### src/hw/rtl/rpq_pkg.sv
`default_nettype none

package rpq_pkg;

   // Built depth and fixed field widths
   localparam int DEPTH_DEFAULT = 16;
   localparam int VALUE_W       = 32;
   localparam int PRIO_W        = 16;
   localparam int STATUS_W      = 2;
   localparam int COUNT_W       = 5;
   localparam int CAP_W         = 5;

   localparam logic [CAP_W-1:0] CAP_RESET = 5'd16;

   // Operation codes
   localparam logic KIND_INSERT = 1'b0;
   localparam logic KIND_REMOVE = 1'b1;

   // Result status codes
   localparam logic [STATUS_W-1:0] ST_OK      = 2'd0;
   localparam logic [STATUS_W-1:0] ST_FULL    = 2'd1;
   localparam logic [STATUS_W-1:0] ST_EMPTY   = 2'd2;
   localparam logic [STATUS_W-1:0] ST_BADPRIO = 2'd3;

   // One stored queue entry
   typedef struct packed {
      logic signed [VALUE_W-1:0] value;
      logic [PRIO_W-1:0]         prio;
   } entry_type;

   // Running best entry handed down the cell row
   typedef struct packed {
      logic      valid;
      entry_type ent;
   } carry_type;

   // Per-cycle commands broadcast to every cell
   typedef struct packed {
      logic wr_en;
      logic shift_en;
   } ctrl_type;

endpackage

`default_nettype wire

### src/hw/rtl/ring_priority_queue_unit.sv
// Channel  Direction  Handshake           Payload
// req      in         req_valid/req_stall req_kind, req_value, req_priority_req
// rsp      out        rsp_valid/rsp_stall rsp_status, rsp_out_value, rsp_out_priority,
//                                         rsp_count
// csr      in         csr_valid/csr_ready csr_active_capacity
//
// An insert, or a remove on an empty queue, sets the result register on accept, then the output register loads.
// A remove on a held queue first lets the carry ripple through all DEPTH cells; the gap
// closes and the result register loads on the last ripple edge, then the output register loads.
// Reset clears the count, the controller and the output valid flag; capacity goes to 16.
// Entry storage has no reset and no clearing pass; unheld cells are never read.
// A stalled result waits in the output register while the next item is accepted.
`default_nettype none

module ring_priority_queue_unit #(
   parameter int DEPTH = rpq_pkg::DEPTH_DEFAULT
) (
   input  wire logic                               clock,
   input  wire logic                               reset,
   input  wire logic                               req_valid,
   output logic                                    req_stall,
   input  wire logic                               req_kind,
   input  wire logic signed [rpq_pkg::VALUE_W-1:0] req_value,
   input  wire logic [rpq_pkg::PRIO_W-1:0]         req_priority_req,
   output logic                                    rsp_valid,
   input  wire logic                               rsp_stall,
   output logic [rpq_pkg::STATUS_W-1:0]            rsp_status,
   output logic signed [rpq_pkg::VALUE_W-1:0]      rsp_out_value,
   output logic [rpq_pkg::PRIO_W-1:0]              rsp_out_priority,
   output logic [rpq_pkg::COUNT_W-1:0]             rsp_count,
   input  wire logic                               csr_valid,
   output logic                                    csr_ready,
   input  wire logic [rpq_pkg::CAP_W-1:0]          csr_active_capacity
);

   localparam int IdxW = $clog2(DEPTH);
   localparam int CntW = $clog2(DEPTH+1);
   localparam int CmpW = (CntW > rpq_pkg::CAP_W) ? CntW : rpq_pkg::CAP_W;

   localparam logic [1:0] S_IDLE = 2'd0;
   localparam logic [1:0] S_SCAN = 2'd1;
   localparam logic [1:0] S_DONE = 2'd2;

   logic [1:0]                        state_ff, state_in;
   logic [CntW-1:0]                   scan_ff, scan_in;
   logic [CntW-1:0]                   count_ff, count_in;
   logic [rpq_pkg::CAP_W-1:0]         cap_ff, cap_in;
   logic [rpq_pkg::STATUS_W-1:0]      res_status_ff, res_status_in;
   logic signed [rpq_pkg::VALUE_W-1:0] res_value_ff, res_value_in;
   logic [rpq_pkg::PRIO_W-1:0]        res_prio_ff, res_prio_in;
   logic [CntW-1:0]                   res_count_ff, res_count_in;
   logic                              rsp_valid_ff, rsp_valid_in;
   logic [rpq_pkg::STATUS_W-1:0]      rsp_status_ff;
   logic signed [rpq_pkg::VALUE_W-1:0] rsp_value_ff;
   logic [rpq_pkg::PRIO_W-1:0]        rsp_prio_ff;
   logic [rpq_pkg::COUNT_W-1:0]       rsp_count_ff;

   logic                              accept;
   logic                              load_rsp;
   logic                              full;
   logic [rpq_pkg::CAP_W-1:0]         cap_lo;
   rpq_pkg::ctrl_type                 ctrl;
   logic [IdxW-1:0]                   best_idx;
   rpq_pkg::entry_type                wr_ent;

   rpq_pkg::carry_type                chain_c [DEPTH+1];
   logic [IdxW-1:0]                   chain_i [DEPTH+1];
   rpq_pkg::entry_type                chain_e [DEPTH+1];

   assign accept    = req_valid && !req_stall;
   assign req_stall = (state_ff != S_IDLE);
   assign csr_ready = 1'b1;
   assign load_rsp  = (state_ff == S_DONE) && (!rsp_valid_ff || !rsp_stall);

   assign wr_ent.value = req_value;
   assign wr_ent.prio  = req_priority_req;

   // Capacity in effect saturates into 1 .. DEPTH
   assign cap_lo = (cap_ff == '0) ? rpq_pkg::CAP_W'(1) : cap_ff;
   assign full   = (CmpW'(count_ff) >= CmpW'(cap_lo)) || (count_ff == CntW'(DEPTH));

   // Row of cells: carry enters cell 0 empty, entries shift toward cell 0
   assign chain_c[0]     = '0;
   assign chain_i[0]     = '0;
   assign chain_e[DEPTH] = '0;

   for (genvar g = 0; g < DEPTH; g++) begin : g_cell
      rpq_cell #(
         .DEPTH (DEPTH),
         .INDEX (g)
      ) u_cell (
         .clock         (clock),
         .reset         (reset),
         .ctrl          (ctrl),
         .count         (count_ff),
         .best_idx      (best_idx),
         .wr_ent        (wr_ent),
         .nbr_ent       (chain_e[g+1]),
         .carry_in      (chain_c[g]),
         .carry_idx_in  (chain_i[g]),
         .carry_out     (chain_c[g+1]),
         .carry_idx_out (chain_i[g+1]),
         .ent_out       (chain_e[g])
      );
   end

   // Sequence one item: decide, scan the row, close the gap, hand off
   always_comb begin
      state_in      = state_ff;
      scan_in       = scan_ff;
      count_in      = count_ff;
      res_status_in = res_status_ff;
      res_value_in  = res_value_ff;
      res_prio_in   = res_prio_ff;
      res_count_in  = res_count_ff;
      ctrl          = '0;
      best_idx      = chain_i[DEPTH];
      case (state_ff)
         S_IDLE: begin
            if (accept) begin
               res_value_in = '0;
               res_prio_in  = '0;
               if (req_kind == rpq_pkg::KIND_INSERT) begin
                  if (req_priority_req == '0) begin
                     res_status_in = rpq_pkg::ST_BADPRIO;
                  end else if (full) begin
                     res_status_in = rpq_pkg::ST_FULL;
                  end else begin
                     res_status_in = rpq_pkg::ST_OK;
                     ctrl.wr_en    = 1'b1;
                     count_in      = count_ff + CntW'(1);
                  end
                  res_count_in = count_in;
                  state_in     = S_DONE;
               end else if (count_ff == '0) begin
                  res_status_in = rpq_pkg::ST_EMPTY;
                  res_count_in  = '0;
                  state_in      = S_DONE;
               end else begin
                  scan_in  = '0;
                  state_in = S_SCAN;
               end
            end
         end
         S_SCAN: begin
            if (scan_ff == CntW'(DEPTH - 1)) begin
               ctrl.shift_en = 1'b1;
               res_status_in = rpq_pkg::ST_OK;
               res_value_in  = chain_c[DEPTH].ent.value;
               res_prio_in   = chain_c[DEPTH].ent.prio;
               count_in      = count_ff - CntW'(1);
               res_count_in  = count_in;
               state_in      = S_DONE;
            end else begin
               scan_in = scan_ff + CntW'(1);
            end
         end
         S_DONE: begin
            if (load_rsp) begin
               state_in = S_IDLE;
            end
         end
         default: begin
            state_in = S_IDLE;
         end
      endcase
   end

   assign rsp_valid_in = load_rsp || (rsp_valid_ff && rsp_stall);
   assign cap_in       = (csr_valid && csr_ready) ? csr_active_capacity : cap_ff;

   always_ff @(posedge clock) begin
      scan_ff       <= scan_in;
      res_status_ff <= res_status_in;
      res_value_ff  <= res_value_in;
      res_prio_ff   <= res_prio_in;
      res_count_ff  <= res_count_in;
      if (load_rsp) begin
         rsp_status_ff <= res_status_ff;
         rsp_value_ff  <= res_value_ff;
         rsp_prio_ff   <= res_prio_ff;
         rsp_count_ff  <= rpq_pkg::COUNT_W'(res_count_ff);
      end
      if (reset) begin
         state_ff     <= S_IDLE;
         count_ff     <= '0;
         cap_ff       <= rpq_pkg::CAP_RESET;
         rsp_valid_ff <= 1'b0;
      end else begin
         state_ff     <= state_in;
         count_ff     <= count_in;
         cap_ff       <= cap_in;
         rsp_valid_ff <= rsp_valid_in;
      end
   end

   assign rsp_valid        = rsp_valid_ff;
   assign rsp_status       = rsp_status_ff;
   assign rsp_out_value    = rsp_value_ff;
   assign rsp_out_priority = rsp_prio_ff;
   assign rsp_count        = rsp_count_ff;

endmodule

`default_nettype wire

### src/hw/rtl/rpq_cell.sv
`default_nettype none

module rpq_cell #(
   parameter int DEPTH = rpq_pkg::DEPTH_DEFAULT,
   parameter int INDEX = 0
) (
   input  wire logic                        clock,
   input  wire logic                        reset,
   input  wire rpq_pkg::ctrl_type           ctrl,
   input  wire logic [$clog2(DEPTH+1)-1:0]  count,
   input  wire logic [$clog2(DEPTH)-1:0]    best_idx,
   input  wire rpq_pkg::entry_type          wr_ent,
   input  wire rpq_pkg::entry_type          nbr_ent,
   input  wire rpq_pkg::carry_type          carry_in,
   input  wire logic [$clog2(DEPTH)-1:0]    carry_idx_in,
   output rpq_pkg::carry_type               carry_out,
   output logic [$clog2(DEPTH)-1:0]         carry_idx_out,
   output rpq_pkg::entry_type               ent_out
);

   localparam int IdxW = $clog2(DEPTH);
   localparam int CntW = $clog2(DEPTH+1);
   localparam logic [CntW-1:0] MyPos  = CntW'(INDEX);
   localparam logic [CntW-1:0] NextPos = CntW'(INDEX + 1);
   localparam logic [IdxW-1:0] MyIdx  = IdxW'(INDEX);

   rpq_pkg::entry_type        ent_ff, ent_in;
   rpq_pkg::carry_type        carry_ff, carry_in_nxt;
   logic [IdxW-1:0]           cidx_ff, cidx_in;
   logic                      occupied;
   logic                      take_own;

   assign occupied = (count > MyPos);

   // Keep the carry unless this cell holds a strictly larger priority;
   // earlier cells win ties, so the oldest entry stays the best
   assign take_own = occupied &&
                     (!carry_in.valid || (ent_ff.prio > carry_in.ent.prio));

   always_comb begin
      if (take_own) begin
         carry_in_nxt.valid = 1'b1;
         carry_in_nxt.ent   = ent_ff;
         cidx_in            = MyIdx;
      end else begin
         carry_in_nxt       = carry_in;
         cidx_in            = carry_idx_in;
      end
   end

   // Write on insert at the tail, pull from the right neighbor to close a gap
   always_comb begin
      ent_in = ent_ff;
      if (ctrl.wr_en && (count == MyPos)) begin
         ent_in = wr_ent;
      end else if (ctrl.shift_en && (MyIdx >= best_idx) && (count > NextPos)) begin
         ent_in = nbr_ent;
      end
   end

   always_ff @(posedge clock) begin
      ent_ff  <= ent_in;
      cidx_ff <= cidx_in;
      if (reset) begin
         carry_ff <= '0;
      end else begin
         carry_ff <= carry_in_nxt;
      end
   end

   assign carry_out     = carry_ff;
   assign carry_idx_out = cidx_ff;
   assign ent_out       = ent_ff;

endmodule

`default_nettype wire

### config.mk
export PLATFORM = sky130hd
export DESIGN_NAME = ring_priority_queue_unit
export DESIGN_NICKNAME = d
export VERILOG_FILES = /design/src/hw/rtl/rpq_pkg.sv /design/src/hw/rtl/ring_priority_queue_unit.sv /design/src/hw/rtl/rpq_cell.sv
export SDC_FILE = /design/constraint.sdc
export NUM_CORES = 2
export LEC_CHECK = 0
export ABC_AREA = 0
export BUFFER_PORTS_ARGS = -buffer_cell sky130_fd_sc_hd__buf_2
export CORE_ASPECT_RATIO = 0.5
export CORE_MARGIN = 5
export CORE_UTILIZATION = 68
export CTS_CLUSTER_DIAMETER = 100
export DETAILED_ROUTE_END_ITERATION = 7
export PLACE_DENSITY = 0.85
export SKIP_CTS_REPAIR_TIMING = 1
export SYNTH_ARGS = -nofsm -noshare
export SYNTH_HDL_FRONTEND = slang
export SYNTH_SLANG_ARGS = --single-unit
export TNS_END_PERCENT = 50
### constraint.sdc
create_clock -name clock -period 15.95 [get_ports clock]
set_input_delay 1.595 -clock clock [delete_from_list [all_inputs] [get_ports clock]]
set_output_delay 1.595 -clock clock [all_outputs]
set_load 0.05 [all_outputs]
# Word-level counts from Yosys, hierarchy flattened

Cells that the tools add are included.

Register bits: 1728
Output and inout bits: 58
Word-level logic and storage cells: 408
Input port bits: 59

Bitwise operators: 1
Reductions and logical operators: 130
$lt $le $gt $ge: 49
Muxes and demuxes: 91
Equal/unequal tests: 27
$add $sub $neg: 3

Operators by type and width:

| kind                                                             | count |
|---|---|
| two-way mux 48 bit                                               | 33 |
| two-way mux 49 bit                                               | 15 |
| > comparator 16 bit                                              | 15 |
| logical AND 1 bit                                                | 66 |
| two-way mux 5 bit                                                | 13 |
| two-way mux 32 bit                                               | 2 |
| one-hot mux 32 bit (2 select lines)                              | 1 |
| equality test 5 x 4 -> 1 bit, second input constant              | 9 |
| > comparator 5 x 4 -> 1 bit, second input constant               | 8 |
| nonzero test 2 bit                                               | 18 |
| greater-or-equal comparator 4 bit, first input constant          | 8 |
| two-way mux 16 bit                                               | 2 |
| one-hot mux 16 bit (2 select lines)                              | 1 |
| one-hot mux 5 bit (2 select lines)                               | 3 |
| equality test 5 x 3 -> 1 bit, second input constant              | 4 |
| > comparator 5 x 3 -> 1 bit, second input constant               | 4 |
| two-way mux 2 bit                                                | 10 |
| logical NOT 1 bit                                                | 18 |
| logical OR 1 bit                                                 | 18 |
| greater-or-equal comparator 3 x 4 -> 1 bit, first input constant | 4 |
| logical NOT 16 bit                                               | 1 |
| inequality test 2 bit, second input constant                     | 7 |
| adder 5 x 1 -> 5 bit, second input constant                      | 2 |
| equality test 5 x 2 -> 1 bit, second input constant              | 2 |
| 22 further kinds                                                 | 37 |

# Depth between registers and ports, before layout

Depth after elaboration: 11
Depth in mapped cells: 12
Mapped depth without buffers: 9

# Cells and area by module

From an unflattened synthesis, not the netlist that was laid out.

Cells, all modules: 6487
Area total of the unflattened synthesis: 81399.3 um^2

By module, submodules not included:

| module                       | times used | area each (um^2) | seq. area each (um^2) | cells each |
|---|---|---|---|---|
| ring_priority_queue_unit     | 1          | 5037.3           | 3713.6                | 329 |
| rpq_cell (g_cell[0].u_cell)  | 1          | 4824.6           | 2502.4                | 382 |
| rpq_cell (g_cell[8].u_cell)  | 1          | 4802.1           | 2502.4                | 386 |
| rpq_cell (g_cell[9].u_cell)  | 1          | 4799.6           | 2502.4                | 388 |
| rpq_cell (g_cell[15].u_cell) | 1          | 4788.3           | 2502.4                | 382 |
| rpq_cell (g_cell[3].u_cell)  | 1          | 4785.8           | 2502.4                | 385 |
| rpq_cell (g_cell[7].u_cell)  | 1          | 4778.3           | 2502.4                | 384 |
| rpq_cell (g_cell[10].u_cell) | 1          | 4777.1           | 2502.4                | 386 |
| rpq_cell (g_cell[12].u_cell) | 1          | 4770.8           | 2502.4                | 385 |
| rpq_cell (g_cell[6].u_cell)  | 1          | 4763.3           | 2502.4                | 384 |
| rpq_cell (g_cell[11].u_cell) | 1          | 4760.8           | 2502.4                | 384 |
| rpq_cell (g_cell[5].u_cell)  | 1          | 4758.3           | 2502.4                | 391 |
| rpq_cell (g_cell[13].u_cell) | 1          | 4755.8           | 2502.4                | 383 |
| rpq_cell (g_cell[14].u_cell) | 1          | 4753.3           | 2502.4                | 384 |
| 3 more rows                  | --         | --               | --                    | -- |

# Least setup slack after synthesis

Ideal clock, no wire load.

Kind: register -> register
Start: register scan_ff[0]
End: register g_cell[1].u_cell.ent_ff (netlist bit g_cell[1].u_cell.ent_out[0]) (enable)
Clock period less this slack: 5320 ps
Cell stages (with the launch flop): 7
Arrival: 4800 ps
Setup time: 520 ps
Path buffers: 0
Required time: 15430 ps
Setup slack: 10630 ps
Cell sequence: edfxtp_1 ha_1 and3_1 ha_1 nand2_1 or3_1 o21ai_0

Cells in the longest elaborated chain, start to end: 6

RTL lines:

| item                                | line                            | RTL |
|---|---|---|
| from (decl)                         | ring_priority_queue_unit.sv:45  | `logic [CntW-1:0] scan_ff, scan_in;` |
| from (signal assigned)              | ring_priority_queue_unit.sv:173 | `scan_ff <= scan_in;` |
| equality test 5 x 4 -> 1 bit        | ring_priority_queue_unit.sv:146 | `if (scan_ff == CntW'(DEPTH - 1)) begin` |
| two-way mux 1 bit                   | ring_priority_queue_unit.sv:146 |  |
| two-way mux 1 bit                   | ring_priority_queue_unit.sv:118 | `case (state_ff)` |
| logical AND 1 bit (2 in series)     | rpq_cell.sv:56                  | `end else if (ctrl.shift_en && (MyIdx >= best_idx) && (count > NextPos)) begin` |
| nonzero test 2 bit (no source line) | --                              |  |
| to (signal assigned)                | rpq_cell.sv:62                  | `ent_ff <= ent_in;` |
| to (decl)                           | rpq_cell.sv:27                  | `rpq_pkg::entry_type ent_ff, ent_in;` |

No other way between the ends.
A chain may end at the register's enable or synchronous reset.

# Worst setup path in the final report

Start: register count_ff[0]
End: register g_cell[10].u_cell.ent_ff (netlist bit g_cell[10].u_cell.ent_out[24]) (enable)

Cells in the longest elaborated chain, start to end: 9
Elaborated cells on any way between the ends: 13
Those cells by class: 2 x order compare; 2 x eq/ne; 5 x mux; 4 x reduce/logical

RTL lines:

| item                                                                            | line                            | RTL |
|---|---|---|
| from (decl)                                                                     | ring_priority_queue_unit.sv:46  | `logic [CntW-1:0] count_ff, count_in;` |
| from (signal assigned)                                                          | ring_priority_queue_unit.sv:191 | `count_ff <= count_in;` |
| greater-or-equal comparator 5 bit / equality test 5 bit (equally long branches) | ring_priority_queue_unit.sv:80  | `assign full = (CmpW'(count_ff) >= CmpW'(cap_lo)) \|\| (count_ff == CntW'(DEPTH));` |
| logical OR 1 bit                                                                | ring_priority_queue_unit.sv:80  |  |
| two-way mux 1 bit                                                               | ring_priority_queue_unit.sv:126 | `end else if (full) begin` |
| two-way mux 1 bit                                                               | ring_priority_queue_unit.sv:124 | `if (req_priority_req == '0) begin` |
| two-way mux 1 bit                                                               | ring_priority_queue_unit.sv:123 | `if (req_kind == rpq_pkg::KIND_INSERT) begin` |
| two-way mux 1 bit                                                               | ring_priority_queue_unit.sv:120 | `if (accept) begin` |
| two-way mux 1 bit                                                               | ring_priority_queue_unit.sv:118 |  |
| logical AND 1 bit                                                               | rpq_cell.sv:54                  | `if (ctrl.wr_en && (count == MyPos)) begin` |
| nonzero test 2 bit (no source line) (*)                                         | --                              |  |
| to (signal assigned)                                                            | rpq_cell.sv:62                  |  |
| to (decl)                                                                       | rpq_cell.sv:27                  |  |

Every way passes the cells marked *; elsewhere a longest branch is shown, timed or not.

==> results.json <==
{
  "p_per_area_nw_per_um2": 129.9,
  "worst_hold_path_type": "reg -> reg",
  "num_vias": 44940,
  "synth_top_area_cell": "edfxtp_1",
  "p_int_mw": 7.570,
  "endpoint_kind": "flip-flop",
  "drive_gt1_frac": 0.1974,
  "dieArea_sq_um": 114400,
  "dp_slack_ps": 10440,
  "gp_congestion": 0.8710,
  "syn_avg_cell_area_sq_um": 12.58,
  "postRouteAntennaNets": 0,
  "dr.pass1.iters": 8,
  "nFillCells": 6527,
  "h-tree-depth": 4,
  "die_h_um": 241.7,
  "synth-edff-count": 883,
  "cp-start-kind": "flip-flop",
  "sw_frac_of_total": 0.2656,
  "yosysUniqueCellTypes": 68,
  "timing.slew.headroom": 0.2365,
  "insertion_delay_ps": 780,
  "synth_seq_cells": 1728,
  "clk_pin_slew_ps": 70,
  "worst_slack_ps": 11050,
  "first_global_vias": 46620,
  "rsz0062_at_grt": "no",
  "synth_ff_type": "edfxtp_1",
  "nets": 6083,
  "p_leak_nw": 28.59,
  "wl_um": 167600,
  "cts_buffers": 145,
  "antenna_found_initial": 4,
  "max-cap-violations": 0,
  "critPathMaxFanout": 49,
  "remaining_drc_errors": 0,
  "cts_sinks": 1728,
  "ys_seq_area_frac": 0.5951,
  "setup_viol_count_final": 0,
  "comb_power_share": 0.144,
  "wl_per_cell_um": 22.86,
  "p_total_mw": 10.31,
  "yosysWarnings": 0,
  "core_area_sq_um": 107100,
  "worst_pin_slew_ps": 1145,
  "arrival_ps": 5310,
  "grt_max_degree": 192,
  "std_cell_rows": 85,
  "critPathRequiredTime_ps": 16360,
  "clock_path_buffers": 3,
  "dr.first_iter.drc_count": 4677,
  "hold_viol": 0,
  "initial_core_util": 0.6815,
  "area_growth_syn_to_layout_pct": 8.717,
  "setup_tns_ps": 0,
  "synth_area_leaders": "edfxtp_1 36%, dfxtp_1 23%, mux2_2 11%",
  "switchingPower_mw": 2.738,
  "overflow": 0,
  "grt_usage": 0.2909,
  "synth_area_sq_um": 72990,
  "dp_hpwl_um": 105000,
  "postPlaceCellArea_sq_um": 74590,
  "period_share": 0.3072,
  "ir_drop_mv": 0.1185,
  "critPathKind": "reg -> reg",
  "fmax_mhz": 204.1,
  "io_buffers": 115,
  "die_w_um": 473.3,
  "final_area_sq_um": 79350,
  "synthCells": 5802,
  "pwr-share-seq": 0.509,
  "period_needed_ps": 4900,
  "io_pins": 117,
  "post-route-util": 0.7409,
  "regArea_sq_um": 43430,
  "syn_nets": 6113,
  "routed_via_density": 6.131,
  "clock_skew_ps": 32.59,
  "synth_top_area_share": 0.3633,
  "multiInputGateArea_sq_um": 27300,
  "grt_pass1_wl_um": 264200,
  "ys_async_sr_fraction": 0,
  "status": "finished clean",
  "p_clk_frac": 0.347,
  "slew_viol_final": 0,
  "tritoncts": "built",
  "root_buffer": "clkbuf_16"
}
==> final cells by class <==
| class | count | area share |
|---|---|---|
| clock inverter | 60 | 0.007159 |
| timing repair buffer | 178 | 0.01334 |
| inverter | 265 | 0.01263 |
| antenna | 3 | 0.00009461 |
| tap | 1435 | 0.02263 |
| clock buffer | 208 | 0.05268 |
| multi-input combinational | 3454 | 0.3441 |
| sequential | 1728 | 0.5474 |
==> state kept, by name, summed over array words and instances, names as in the netlist, 5 cells and up <==
signal and count:
cap_ff 5, g_cell.u_cell.carry_out 783, g_cell.u_cell.carry_idx_out 49, rsp_out_value 32
rsp_count 5, res_count_ff 5, rsp_out_priority 16, res_prio_ff 16
count_ff 5, g_cell.u_cell.ent_out 768, scan_ff 5, res_value_ff 32
==> routing by layer <==
metal / vias to the layer above / wire length (um) / track usage
li1: 20300 / - / -
met1: 22580 / 71780 / 0.4083
met2: 1721 / 79750 / 0.4751
met3: 339 / 11660 / 0.04022
met4: 0 / 4391 / 0.09237
met5: - / 0 / 0
==> path summary, 6_finish.rpt <==
path | from | to | slack [ps] | cells past startpoint
worst max register to register | count_ff[0] | g_cell[10].u_cell.ent_out[24] | 11050 | 9
worst min register to register | g_cell[11].u_cell.carry_idx_out[3] | g_cell[12].u_cell.carry_idx_out[3] | 410 | 1
worst max-delay path | count_ff[0] | g_cell[10].u_cell.ent_out[24] | 11050 | 9
worst min-delay path | g_cell[11].u_cell.carry_idx_out[3] | g_cell[12].u_cell.carry_idx_out[3] | 410 | 1
==> cell usage in the layout, fill, tap and decap left out, types with 35 or more instances in the layout <==
cell | synthesis | final
clkbuf_1 | 191 | 36
and2_1 | 149 | 149
nor2_1 | 548 | 546
nor2b_1 | 36 | 35
buf_2 | 118 | 114
mux2i_1 | 726 | 726
ha_1 | 252 | 252
inv_1 | 265 | 264
nand2_1 | 538 | 533
a21oi_1 | 80 | 73
mux2_2 | 684 | 684
mux2_1 | 38 | 38
buf_4 | 21 | 63
nand3_1 | 42 | 42
clkbuf_16 | 0 | 149
o21ai_0 | 46 | 43
dfxtp_1 | 845 | 845
edfxtp_1 | 883 | 883
nand4_1 | 36 | 36
==> cell families (layout without fill, tap and decap cells) <==
kind of cell,Yosys count,count (layout),share of synthesized area
flops,1728,1728,0.5951
mux,1448,1448,0.2110
buf+inv,620,711,0.03612
fa+ha+maj,252,252,0.04320
simple gates,1471,1471,0.08889
compound gates,280,280,0.02547
xor+xnor,2,2,0.0002400
other cells,1,4,0.00005138
==> power by group through the flow <==
stage          Clock, mW  Combinational [mW]  Sequential [mW]
6_report            3.58                1.49             5.24
5_1_grt             3.80                1.60             5.28
4_1_cts             3.61                1.47             5.24
3_5_place_dp           0                1.45             5.33
3_3_place_gp           0                1.40             5.32
2_1_floorplan          0                1.01             5.32
==> Yosys cell counts (21+ instances only) <==
cell and number:
a21oi_1 80, o21ai_0 46, nand3_1 42, o211ai_1 22, mux2_2 684, edfxtp_1 883, mux2_1 38, or2_2 25
nand2_1 538, buf_2 118, nand4_1 36, ha_1 252, and2_1 149, inv_1 265, and3_1 29, mux2i_1 726
buf_4 21, nor2b_1 36, dfxtp_1 845, a21o_1 30, clkbuf_1 191, nor2_1 548
==> metrics by stage <==
step                      std cells  hold slack [ps]
after CTS                      7328            405.9
after floorplan                5802            385.5
final                          7331            406.3
after global placement         7060            390.0
after detailed placement       7060            392.1
after global routing           7331            415.5
==> worst max-delay path, stage by stage (launching register included) <==
cell,delay [ps]
dfxtp_1,600
inv_1,250
ha_1,330
nand2b_1,140
a21o_1,180
a211o_1,380
a21oi_4,520
nand4_4,930
o21ai_4,650
buf_4,510
(Power assumes the default switching activity.)
